`config.mk`:
```
export PLATFORM = sky130hd
export DESIGN_NAME = path_history_fold_hash
export DESIGN_NICKNAME = d
export VERILOG_FILES = /design/src/design/phfh_pkg.sv /design/src/design/phfh_csr.sv /design/src/design/phfh_hist.sv /design/src/design/phfh_fold.sv /design/src/design/path_history_fold_hash.sv
export VERILOG_INCLUDE_DIRS = /design/src /design/src/design
export SDC_FILE = /design/constraint.sdc
export NUM_CORES = 2
export LEC_CHECK = 0
export BUFFER_PORTS_ARGS = -buffer_cell sky130_fd_sc_hd__buf_2
export CAP_MARGIN = 20
export CELL_PAD_IN_SITES_DETAIL_PLACEMENT = 2
export CELL_PAD_IN_SITES_GLOBAL_PLACEMENT = 2
export CORE_MARGIN = 2
export CORE_UTILIZATION = 41
export DETAILED_ROUTE_END_ITERATION = 10
export PLACE_DENSITY_LB_ADDON = 0.1
export SYNTH_ARGS = -nofsm -noshare
export SYNTH_HDL_FRONTEND = slang
export SYNTH_SLANG_ARGS = --single-unit
```
`constraint.sdc`:
```
create_clock -name clock -period 7.1 [get_ports clock]
set_clock_uncertainty 0.2 [all_clocks]
set_input_delay 0.71 -clock clock [delete_from_list [all_inputs] [get_ports clock]]
set_output_delay 0.71 -clock clock [all_outputs]
set_load 0.05 [all_outputs]
```
`src/design/path_history_fold_hash_assert.svh`:
```
// ---------------------------------------------------------------------------
// Assertion macros for the path history fold/hash top-level design file
// ---------------------------------------------------------------------------
`ifndef PATH_HISTORY_FOLD_HASH_ASSERT_SVH
`define PATH_HISTORY_FOLD_HASH_ASSERT_SVH

// Same-cycle implication, disabled while reset is high
`define PHFH_ASSERT_NOW(name, clk, rst, ante, cons, msg) \
   name: assert property (@(posedge clk) disable iff (rst) (ante) |-> (cons)) \
      else $error(msg);

// Next-cycle implication, disabled while reset is high
`define PHFH_ASSERT_NEXT(name, clk, rst, ante, cons, msg) \
   name: assert property (@(posedge clk) disable iff (rst) (ante) |=> (cons)) \
      else $error(msg);

`endif

```
`src/design/phfh_pkg.sv`:
```
// ---------------------------------------------------------------------------
// phfh_pkg
// Types, constants and the footprint hash shared by the path history
// fold/hash block.
// ---------------------------------------------------------------------------
package phfh_pkg;

   // default sizing
   localparam int DEF_HISTORY_BITS = 388;
   localparam int DEF_INDEX_BITS   = 11;
   localparam int DEF_TAG_BITS     = 12;

   // field widths
   localparam int ADDR_W       = 32;
   localparam int FOLD_INDEX_W = 12;
   localparam int TAG_OUT_W    = 12;
   localparam int FOOTPRINT_W  = 16;
   localparam int RANGE_W      = 5;
   localparam int MOD_BITS_W   = 9;
   localparam int CSR_ADDR_W   = 3;
   localparam int CSR_DATA_W   = 9;

   // fold geometry
   localparam int FOLD_TAPS      = 11;
   localparam int SHORT_TAP_HI   = 26;
   localparam int SHORT_TAP_LO   = 21;
   localparam int RANGE_STRIDE   = 22;
   localparam int EVEN_OFFSET    = 12;
   localparam int ODD_OFFSET     = 1;
   localparam int RANGE_COUNT    = 1 << RANGE_W;
   // zero padding above the history so every ranged tap has a bit to read
   localparam int HIST_PAD_BITS  = RANGE_STRIDE * RANGE_COUNT + EVEN_OFFSET;
   localparam int PC_INDEX_BIT   = 5;
   localparam int TAG_ROT        = 5;
   localparam int TAG_SHIFT      = 7;
   localparam int HIST_SHIFT     = 2;

   typedef enum logic [1:0] {
      FOLD_SHORT   = 2'd0,
      FOLD_RANGED  = 2'd1,
      FOLD_MODULAR = 2'd2,
      FOLD_OFF     = 2'd3
   } fold_mode_type;

   typedef enum logic [CSR_ADDR_W-1:0] {
      CSR_FOLD_MODE  = 3'd0,
      CSR_EVEN_LOW   = 3'd1,
      CSR_EVEN_HIGH  = 3'd2,
      CSR_ODD_LOW    = 3'd3,
      CSR_ODD_HIGH   = 3'd4,
      CSR_MOD_BITS   = 3'd5
   } csr_index_type;

   typedef struct packed {
      fold_mode_type           fold_mode;
      logic [RANGE_W-1:0]      even_range_low;
      logic [RANGE_W-1:0]      even_range_high;
      logic [RANGE_W-1:0]      odd_range_low;
      logic [RANGE_W-1:0]      odd_range_high;
      logic [MOD_BITS_W-1:0]   modular_fold_bits;
   } cfg_type;

   typedef struct packed {
      logic                    en;
      logic [FOOTPRINT_W-1:0]  footprint;
   } hist_upd_type;

   localparam fold_mode_type         RST_FOLD_MODE  = FOLD_RANGED;
   localparam logic [RANGE_W-1:0]    RST_RANGE_LOW  = 5'd1;
   localparam logic [RANGE_W-1:0]    RST_RANGE_HIGH = 5'd5;
   localparam logic [MOD_BITS_W-1:0] RST_MOD_BITS   = 9'd388;

   // 16-bit branch/target footprint
   function automatic logic [FOOTPRINT_W-1:0] footprint(
      input logic [ADDR_W-1:0] b,
      input logic [ADDR_W-1:0] t
   );
      logic [FOOTPRINT_W-1:0] r;
      r[0]     = b[3]  ^ t[0];
      r[1]     = b[4]  ^ t[1];
      r[7:2]   = b[10:5];
      r[8]     = b[0]  ^ t[2];
      r[9]     = b[1]  ^ t[3];
      r[10]    = b[2]  ^ t[4];
      r[11]    = b[11] ^ t[5];
      r[15:12] = b[15:12];
      return r;
   endfunction

endpackage

```
`src/design/phfh_csr.sv`:
```
// ---------------------------------------------------------------------------
// phfh_csr
// Configuration registers of the fold/hash block, written by index.
// ---------------------------------------------------------------------------
module phfh_csr (
   input  logic                                clock,
   input  logic                                reset,
   input  logic                                csr_we,
   input  logic [phfh_pkg::CSR_ADDR_W-1:0]     csr_addr,
   input  logic [phfh_pkg::CSR_DATA_W-1:0]     csr_wdata,
   output phfh_pkg::cfg_type                   cfg_o
);
   import phfh_pkg::*;

   cfg_type cfg_ff;
   cfg_type cfg_in;

   always_comb begin
      cfg_in = cfg_ff;
      if (csr_we) begin
         case (csr_index_type'(csr_addr))
            CSR_FOLD_MODE: cfg_in.fold_mode         = fold_mode_type'(csr_wdata[1:0]);
            CSR_EVEN_LOW:  cfg_in.even_range_low    = csr_wdata[RANGE_W-1:0];
            CSR_EVEN_HIGH: cfg_in.even_range_high   = csr_wdata[RANGE_W-1:0];
            CSR_ODD_LOW:   cfg_in.odd_range_low     = csr_wdata[RANGE_W-1:0];
            CSR_ODD_HIGH:  cfg_in.odd_range_high    = csr_wdata[RANGE_W-1:0];
            CSR_MOD_BITS:  cfg_in.modular_fold_bits = csr_wdata[MOD_BITS_W-1:0];
            default: ;     // drop writes outside the register list
         endcase
      end
   end

   always_ff @(posedge clock) begin
      if (reset) begin
         cfg_ff.fold_mode         <= RST_FOLD_MODE;
         cfg_ff.even_range_low    <= RST_RANGE_LOW;
         cfg_ff.even_range_high   <= RST_RANGE_HIGH;
         cfg_ff.odd_range_low     <= RST_RANGE_LOW;
         cfg_ff.odd_range_high    <= RST_RANGE_HIGH;
         cfg_ff.modular_fold_bits <= RST_MOD_BITS;
      end else begin
         cfg_ff <= cfg_in;
      end
   end

   assign cfg_o = cfg_ff;

endmodule

```
`src/design/phfh_hist.sv`:
```
// ---------------------------------------------------------------------------
// phfh_hist
// Path history register: shift left by two and XOR in the footprint on
// every taken branch.
// ---------------------------------------------------------------------------
module phfh_hist #(
   parameter int HISTORY_BITS = phfh_pkg::DEF_HISTORY_BITS
) (
   input  logic                      clock,
   input  logic                      reset,
   input  phfh_pkg::hist_upd_type    upd_i,
   output logic [HISTORY_BITS-1:0]   hist_o
);
   import phfh_pkg::*;

   logic [HISTORY_BITS-1:0] hist_ff;
   logic [HISTORY_BITS-1:0] hist_in;

   always_comb begin
      hist_in = hist_ff;
      if (upd_i.en) begin
         hist_in = {hist_ff[HISTORY_BITS-HIST_SHIFT-1:0], {HIST_SHIFT{1'b0}}}
                   ^ HISTORY_BITS'(upd_i.footprint);
      end
   end

   always_ff @(posedge clock) begin
      if (reset) begin
         hist_ff <= '0;
      end else begin
         hist_ff <= hist_in;
      end
   end

   assign hist_o = hist_ff;

endmodule

```
`src/design/phfh_fold.sv`:
```
// ---------------------------------------------------------------------------
// phfh_fold
// XOR folds of the path history: mode-selected table index and the
// PC-mixed tag.
// ---------------------------------------------------------------------------
module phfh_fold #(
   parameter int HISTORY_BITS = phfh_pkg::DEF_HISTORY_BITS,
   parameter int INDEX_BITS   = phfh_pkg::DEF_INDEX_BITS,
   parameter int TAG_BITS     = phfh_pkg::DEF_TAG_BITS
) (
   input  logic [HISTORY_BITS-1:0]              hist_i,
   input  phfh_pkg::cfg_type                    cfg_i,
   input  logic [phfh_pkg::ADDR_W-1:0]          pc_i,
   output logic [phfh_pkg::FOLD_INDEX_W-1:0]    fold_index_o,
   output logic [phfh_pkg::TAG_OUT_W-1:0]       history_tag_o
);
   import phfh_pkg::*;

   localparam int               ExtBits = HISTORY_BITS + HIST_PAD_BITS;
   localparam logic [ADDR_W-1:0] TagMask = (ADDR_W'(1) << TAG_BITS) - ADDR_W'(1);

   logic [ExtBits-1:0]     h_ext;
   logic [FOLD_TAPS-1:0]   short_fold;
   logic [FOLD_TAPS-1:0]   ranged_fold;
   logic [RANGE_COUNT-1:0] even_en;
   logic [RANGE_COUNT-1:0] odd_en;
   logic [INDEX_BITS-1:0]  mod_fold;
   logic [TAG_BITS-1:0]    tag_fold;
   logic [ADDR_W-1:0]      tag_word;

   assign h_ext = {{HIST_PAD_BITS{1'b0}}, hist_i};

   always_comb begin
      for (int k = 0; k < FOLD_TAPS; k++) begin
         short_fold[k] = h_ext[SHORT_TAP_HI - 2*k] ^ h_ext[SHORT_TAP_LO - 2*k];
      end
   end

   always_comb begin
      for (int a = 0; a < RANGE_COUNT; a++) begin
         even_en[a] = (RANGE_W'(a) >= cfg_i.even_range_low) &&
                      (RANGE_W'(a) <= cfg_i.even_range_high);
         odd_en[a]  = (RANGE_W'(a) >= cfg_i.odd_range_low) &&
                      (RANGE_W'(a) <= cfg_i.odd_range_high);
      end
   end

   // each enabled range step XORs in eleven fixed taps; taps below zero drop out
   always_comb begin
      int pos;
      ranged_fold = '0;
      for (int a = 0; a < RANGE_COUNT; a++) begin
         for (int k = 0; k < FOLD_TAPS; k++) begin
            pos = RANGE_STRIDE*a + EVEN_OFFSET - 2*k;
            if (pos >= 0) begin
               ranged_fold[k] = ranged_fold[k] ^ (even_en[a] & h_ext[pos]);
            end
            pos = RANGE_STRIDE*a + ODD_OFFSET - 2*k;
            if (pos >= 0) begin
               ranged_fold[k] = ranged_fold[k] ^ (odd_en[a] & h_ext[pos]);
            end
         end
      end
   end

   // a count above the history length simply enables every bit
   always_comb begin
      mod_fold = '0;
      for (int i = 0; i < HISTORY_BITS; i++) begin
         if (i < int'(cfg_i.modular_fold_bits)) begin
            mod_fold[i % INDEX_BITS] = mod_fold[i % INDEX_BITS] ^ hist_i[i];
         end
      end
   end

   always_comb begin
      tag_fold = '0;
      for (int i = 0; i < HISTORY_BITS; i++) begin
         tag_fold[i % TAG_BITS] = tag_fold[i % TAG_BITS] ^ hist_i[i];
      end
   end

   // the rotated-in high bits land above the tag and drop out under the mask
   assign tag_word = (pc_i ^ (ADDR_W'(tag_fold) >> TAG_ROT)
                           ^ (ADDR_W'(tag_fold) >> TAG_SHIFT)) & TagMask;
   assign history_tag_o = tag_word[TAG_OUT_W-1:0];

   always_comb begin
      case (cfg_i.fold_mode)
         FOLD_SHORT:   fold_index_o = {pc_i[PC_INDEX_BIT], short_fold};
         FOLD_RANGED:  fold_index_o = {pc_i[PC_INDEX_BIT], ranged_fold};
         FOLD_MODULAR: fold_index_o = FOLD_INDEX_W'(mod_fold);
         default:      fold_index_o = '0;
      endcase
   end

endmodule

```
`src/design/path_history_fold_hash.sv`:
```
// ---------------------------------------------------------------------------
// path_history_fold_hash
// Branch path history register with folded index, tag and footprint hash.
// Usage:
//   The req_ stream carries one resolved branch per beat (address, target,
//   taken flag in tuser). Each beat yields one rsp_ beat: the folded index
//   and tag, both taken from the history as it stood before that branch,
//   and the 16-bit footprint. A taken branch then shifts the history left
//   by two and XORs the footprint into its low bits.
//   A req beat passes through the input register and then the result
//   register, with the XOR folds and the history update in between.
//   Throughput is one beat per cycle while rsp_tready is high.
//   The history advances when a taken beat moves into the result
//   register, so consecutive beats see each other's updates without bubbles.
//   When rsp_tready is low the result register holds and the input register
//   still takes one more beat; req_tready then drops until the result moves.
//   Reset (synchronous) clears the history and both valid flags and loads
//   the registers with their defaults. csr_ writes take effect on the next
//   cycle and must be made only while no beat is in flight (not enforced).
// ---------------------------------------------------------------------------
module path_history_fold_hash #(
   parameter int HISTORY_BITS = phfh_pkg::DEF_HISTORY_BITS,
   parameter int INDEX_BITS   = phfh_pkg::DEF_INDEX_BITS,
   parameter int TAG_BITS     = phfh_pkg::DEF_TAG_BITS
) (
   input  logic                               clock,
   input  logic                               reset,
   // req_tdata: branch_addr[31:0], target_addr[63:32]
   input  logic                               req_tvalid,
   output logic                               req_tready,
   input  logic [63:0]                        req_tdata,
   // req_tuser: taken[0]
   input  logic                               req_tuser,
   // rsp_tdata: fold_index[11:0], history_tag[23:12], footprint_hash[39:24]
   output logic                               rsp_tvalid,
   input  logic                               rsp_tready,
   output logic [39:0]                        rsp_tdata,
   input  logic                               csr_we,
   input  logic [phfh_pkg::CSR_ADDR_W-1:0]    csr_addr,
   input  logic [phfh_pkg::CSR_DATA_W-1:0]    csr_wdata
);
   import phfh_pkg::*;

   cfg_type                  cfg;
   hist_upd_type             upd;
   logic [HISTORY_BITS-1:0]  hist;

   logic                     stg_valid_ff, stg_valid_in;
   logic [ADDR_W-1:0]        stg_pc_ff;
   logic [ADDR_W-1:0]        stg_tgt_ff;
   logic                     stg_taken_ff;
   logic                     rsp_valid_ff, rsp_valid_in;
   logic [39:0]              rsp_data_ff;

   logic                     advance;
   logic                     req_beat;
   logic [FOLD_INDEX_W-1:0]  fold_index;
   logic [TAG_OUT_W-1:0]     history_tag;
   logic [FOOTPRINT_W-1:0]   fp;

   phfh_csr u_csr (
      .clock     (clock),
      .reset     (reset),
      .csr_we    (csr_we),
      .csr_addr  (csr_addr),
      .csr_wdata (csr_wdata),
      .cfg_o     (cfg)
   );

   phfh_hist #(
      .HISTORY_BITS (HISTORY_BITS)
   ) u_hist (
      .clock  (clock),
      .reset  (reset),
      .upd_i  (upd),
      .hist_o (hist)
   );

   phfh_fold #(
      .HISTORY_BITS (HISTORY_BITS),
      .INDEX_BITS   (INDEX_BITS),
      .TAG_BITS     (TAG_BITS)
   ) u_fold (
      .hist_i        (hist),
      .cfg_i         (cfg),
      .pc_i          (stg_pc_ff),
      .fold_index_o  (fold_index),
      .history_tag_o (history_tag)
   );

   // move the staged beat on whenever the result slot is free or draining
   assign advance      = stg_valid_ff && (!rsp_valid_ff || rsp_tready);
   assign req_tready   = !stg_valid_ff || advance;
   assign req_beat     = req_tvalid && req_tready;
   assign stg_valid_in = req_beat || (stg_valid_ff && !advance);
   assign rsp_valid_in = advance || (rsp_valid_ff && !rsp_tready);

   assign fp            = footprint(stg_pc_ff, stg_tgt_ff);
   assign upd.en        = advance && stg_taken_ff;
   assign upd.footprint = fp;

   always_ff @(posedge clock) begin
      if (reset) begin
         stg_valid_ff <= 1'b0;
         rsp_valid_ff <= 1'b0;
      end else begin
         stg_valid_ff <= stg_valid_in;
         rsp_valid_ff <= rsp_valid_in;
      end
   end

   always_ff @(posedge clock) begin
      if (req_beat) begin
         stg_pc_ff    <= req_tdata[31:0];
         stg_tgt_ff   <= req_tdata[63:32];
         stg_taken_ff <= req_tuser;
      end
      if (advance) begin
         rsp_data_ff <= {fp, history_tag, fold_index};
      end
   end

   assign rsp_tvalid = rsp_valid_ff;
   assign rsp_tdata  = rsp_data_ff;

`include "path_history_fold_hash_assert.svh"

   `PHFH_ASSERT_NEXT(a_hist_hold, clock, reset, !(advance && stg_taken_ff),
                     $stable(hist), "history changed without a taken beat moving on")
   `PHFH_ASSERT_NEXT(a_rsp_after_advance, clock, reset, advance, rsp_tvalid,
                     "result register empty after a beat moved in")
   `PHFH_ASSERT_NOW(a_stall_full, clock, reset, !req_tready,
                    stg_valid_ff && rsp_valid_ff && !rsp_tready,
                    "input stalled while a stage had room")
   `PHFH_ASSERT_NEXT(a_stg_hold, clock, reset, stg_valid_ff && !advance,
                     stg_valid_ff && $stable(stg_pc_ff),
                     "staged beat lost while the result side stalled")

endmodule

```
==> out/metrics.yaml <==
logic_synthesis:
  synth.avg_cell_area_um2: 7.83
  synth_edf_count: 59
  synth-seq-area-share_pct: 30.4
  async_reset_ff_share_pct: 0
  synth_nets: 4370
  synth_area_um2: 33600
  ys_ff_latch: 480
  synth_cells: 4288
  synth_cell_types: 95
  ys_warn_count: 0
  synth_ff_type: "dfxtp_1"
finish:
  final_cell_mix: "1091 x nand2_1, 641 x xnor2_1, 438 x a21oi_1"
  area_growth_pct: 9.64
  final_cells: 5339
  num-nets-final: 4293
  n_fill_cell: 8971
  layout_commonest_cell: "nand2_1"
  drive_gt1_share_pct: 8.35
setup_path:
  timing.rr.start: "u_csr.cfg_o[16]$_SDFFE_PP0P_"
  ff2ff_path_depth: 9
  cp_common_cell: "xnor2_1"
  end_kind: "flip-flop"
  worst-path-buf-inv: 0
  regToRegEndpoint: "rsp_tdata[4]$_DFFE_PP_"
  critPathSlowestCell: "a211oi_1"
  rrSetupSlack_ns: 1.64
  cp.arrival_ns: 5.61
  worst-setup-path-type: "reg -> reg"
  critPathMaxStageDelay_ns: 1.03
  critPathLaunch: "u_csr.cfg_o[16]$_SDFFE_PP0P_"
  critPathMaxFanout: 16
  cp_top_family: "XOR/XNOR gates"
  worstSetupPathDepth: 9
  critPathLaunchType: "flip-flop"
  required_ns: 7.25
  path_cells: "a211oi_1 > o211ai_1 > xnor2_1 > xnor2_1 > xnor2_1 > xnor2_1 > xnor2_1 > xnor2_1 > o21ai_1"
placed_design:
  gp_congestion: 1.13
  dp.cells: 5215
  portBuffers: 81
  place_hpwl_um: 179000
power_and_ir_drop:
  design_power_total_uw: 6400
  leakage_uw: 0.0115
  cellPowerDensity_nw_per_um2: 174
  ir_worst_vdd_v: 0.000244
clock_tree:
  worst_skew_pair.late_latency_ns: 0.66
  cts_sinks: 480
  cts_tree: "done"
  clk_path_buf_depth: 3
  cts_resized: 0
  clk_pin_slew_ns: 0.07
  postCtsHoldBufs: 0
  htreeDepth: 2
  cts_setup_buffers: 0
  ctsRootBufferMaster: "clkbuf_16"
  cts_made_buffers: 52
sta:
  setup_viol: 0
  slew_headroom_pct: 0.639
  hold_viol: 0
  tightest_slew_ns: 1.45
  rsz0062_at_grt: "false"
  setup_tns_ns: 0
  layout_min_cycle_time_ns: 5.46
  max_freq_ghz: 0.183
  drv_slew: 0
  post-route-period-util_pct: 76.9
global_routing:
  grt_overflow_total: 0
  grt_max_degree: 198
  antenna_found_initial: 36
  grt_pass1_vias: 38379
  track_usage_pct: 57.8
  grt_pass1_wl_um: 335000
routing:
  via_count: 39580
  viasPerCell: 7.41
  drc: 0
  ant_nets: 0
  drt_iter0_drc: 6990
  routed_wl_um: 255000
  avgRoutedWirePerCell_um: 47.8
  first_pass_iters: 8
hold_path:
  hold_end: "stg_pc_ff[10]$_DFFE_PP_"
  whs_path_depth: 1
  worstHoldStart: "req_tdata[10]"
  hold_class: "in -> reg"
die:
  die_height_um: 290
  dieArea_um2: 84200
  rows: 104
  die_w_um: 290
  io_pins: 124
  start_util_pct: 41.6
  core_um2: 80800
run_status:
  violations: "max-capacitance violations"
  status: "finished, violations left"
job:
  cap_violations: 1
## flip-flops by register name (all words and copies together), names as in the netlist
| register | flops |
|---|---|
| stg_taken_ff | 1 |
| stg_pc_ff | 16 |
| rsp_tdata | 36 |
| u_hist.hist_o | 388 |
| stg_valid_ff | 1 |
| stg_tgt_ff | 6 |
| rsp_tvalid | 1 |
| u_csr.cfg_o | 31 |
## per-stage QoR
stage	hold slack, ns	utilization (%)	cell area [um2]	worst slack (ns)
after floorplan	0.247	-	33600	3.85
after global placement	0.251	43.3	35000	2.28
after detailed placement	0.264	43.3	35000	2.19
after CTS	0.0396	45.5	36700	2.20
after global routing	0.0556	45.5	36800	1.85
final	0.0478	45.6	36800	1.64
## power by group
group,total [uW],switching (uW),internal [uW]
combinational,614,483,130
sequential,2840,59.7,2780
clock,2950,1310,1640
total,6400,1850,4550
## cells by family (layout without fill, tap and decap cells)
group	count (synthesis)	after routing	synth area share (%)
multiplexers	45	45	1.35
other	0	28	0
AO/OA/AOI/OAI	994	994	18.4
flip-flops	480	480	30.4
AND/OR/NAND/NOR	1538	1538	19.9
buffers and inverters	353	316	4.61
XOR/XNOR	878	878	25.4
## final cells by class
type                            instances  area, um2  area share [%]
Multi-Input combinational cell       3455      22000            59.6
Sequential cell                       480      10200            27.7
Clock buffer                           74       1480            4.03
Timing Repair Buffer                  202       1450            3.93
Tap cell                             1060       1330            3.60
Clock inverter                         20        256           0.696
Inverter                               20       75.1           0.204
Antenna cell                           28       70.1           0.190
## how the worst max path moves through the flow
stage / to
after global placement: rsp_tdata[6]$_DFFE_PP_
final: rsp_tdata[4]$_DFFE_PP_
after detailed placement: rsp_tdata[6]$_DFFE_PP_
after CTS: rsp_tdata[6]$_DFFE_PP_
after floorplan: rsp_tdata[2]$_DFFE_PP_
after global routing: rsp_tdata[4]$_DFFE_PP_
## worst reg2reg max path, delay by kind of cell, from the launching register on
| kind | cells | cell delay (ns) |
|---|---|---|
| AO/OA/AOI/OAI | 3 | 1.85 |
| XOR/XNOR | 6 | 2.56 |
| flip-flops | 1 | 0.56 |
## synthesized netlist by cell type (18+ instances only)
library cell	number	area (um2)
o21a_1	25	188
and3_1	18	113
o211ai_1	168	1260
edfxtp_1	59	1770
nand4_1	54	338
nor3_1	23	115
mux2i_1	43	430
nor2_1	88	330
dfxtp_1	421	8430
a21oi_1	441	2210
xor2_1	177	1550
xnor2_1	641	5610
o2111ai_1	19	166
nand3_1	125	626
buf_2	53	265
o221ai_1	18	158
xnor3_1	60	1350
inv_1	19	71.3
clkbuf_1	241	905
o21ai_0	151	756
nand2_1	1092	4100
## per-layer routing
layer / vias up / share of wire, % / global-route usage (%)
met4: 16 / 12 / 52.3
met1: 19656 / 34 / 65.9
met3: 1470 / 15 / 27.6
met5: - / 0.19 / 1.36
met2: 3919 / 39 / 79.4
li1: 14519 / - / -
No activity file was read; power rests on OpenSTA's default activity.
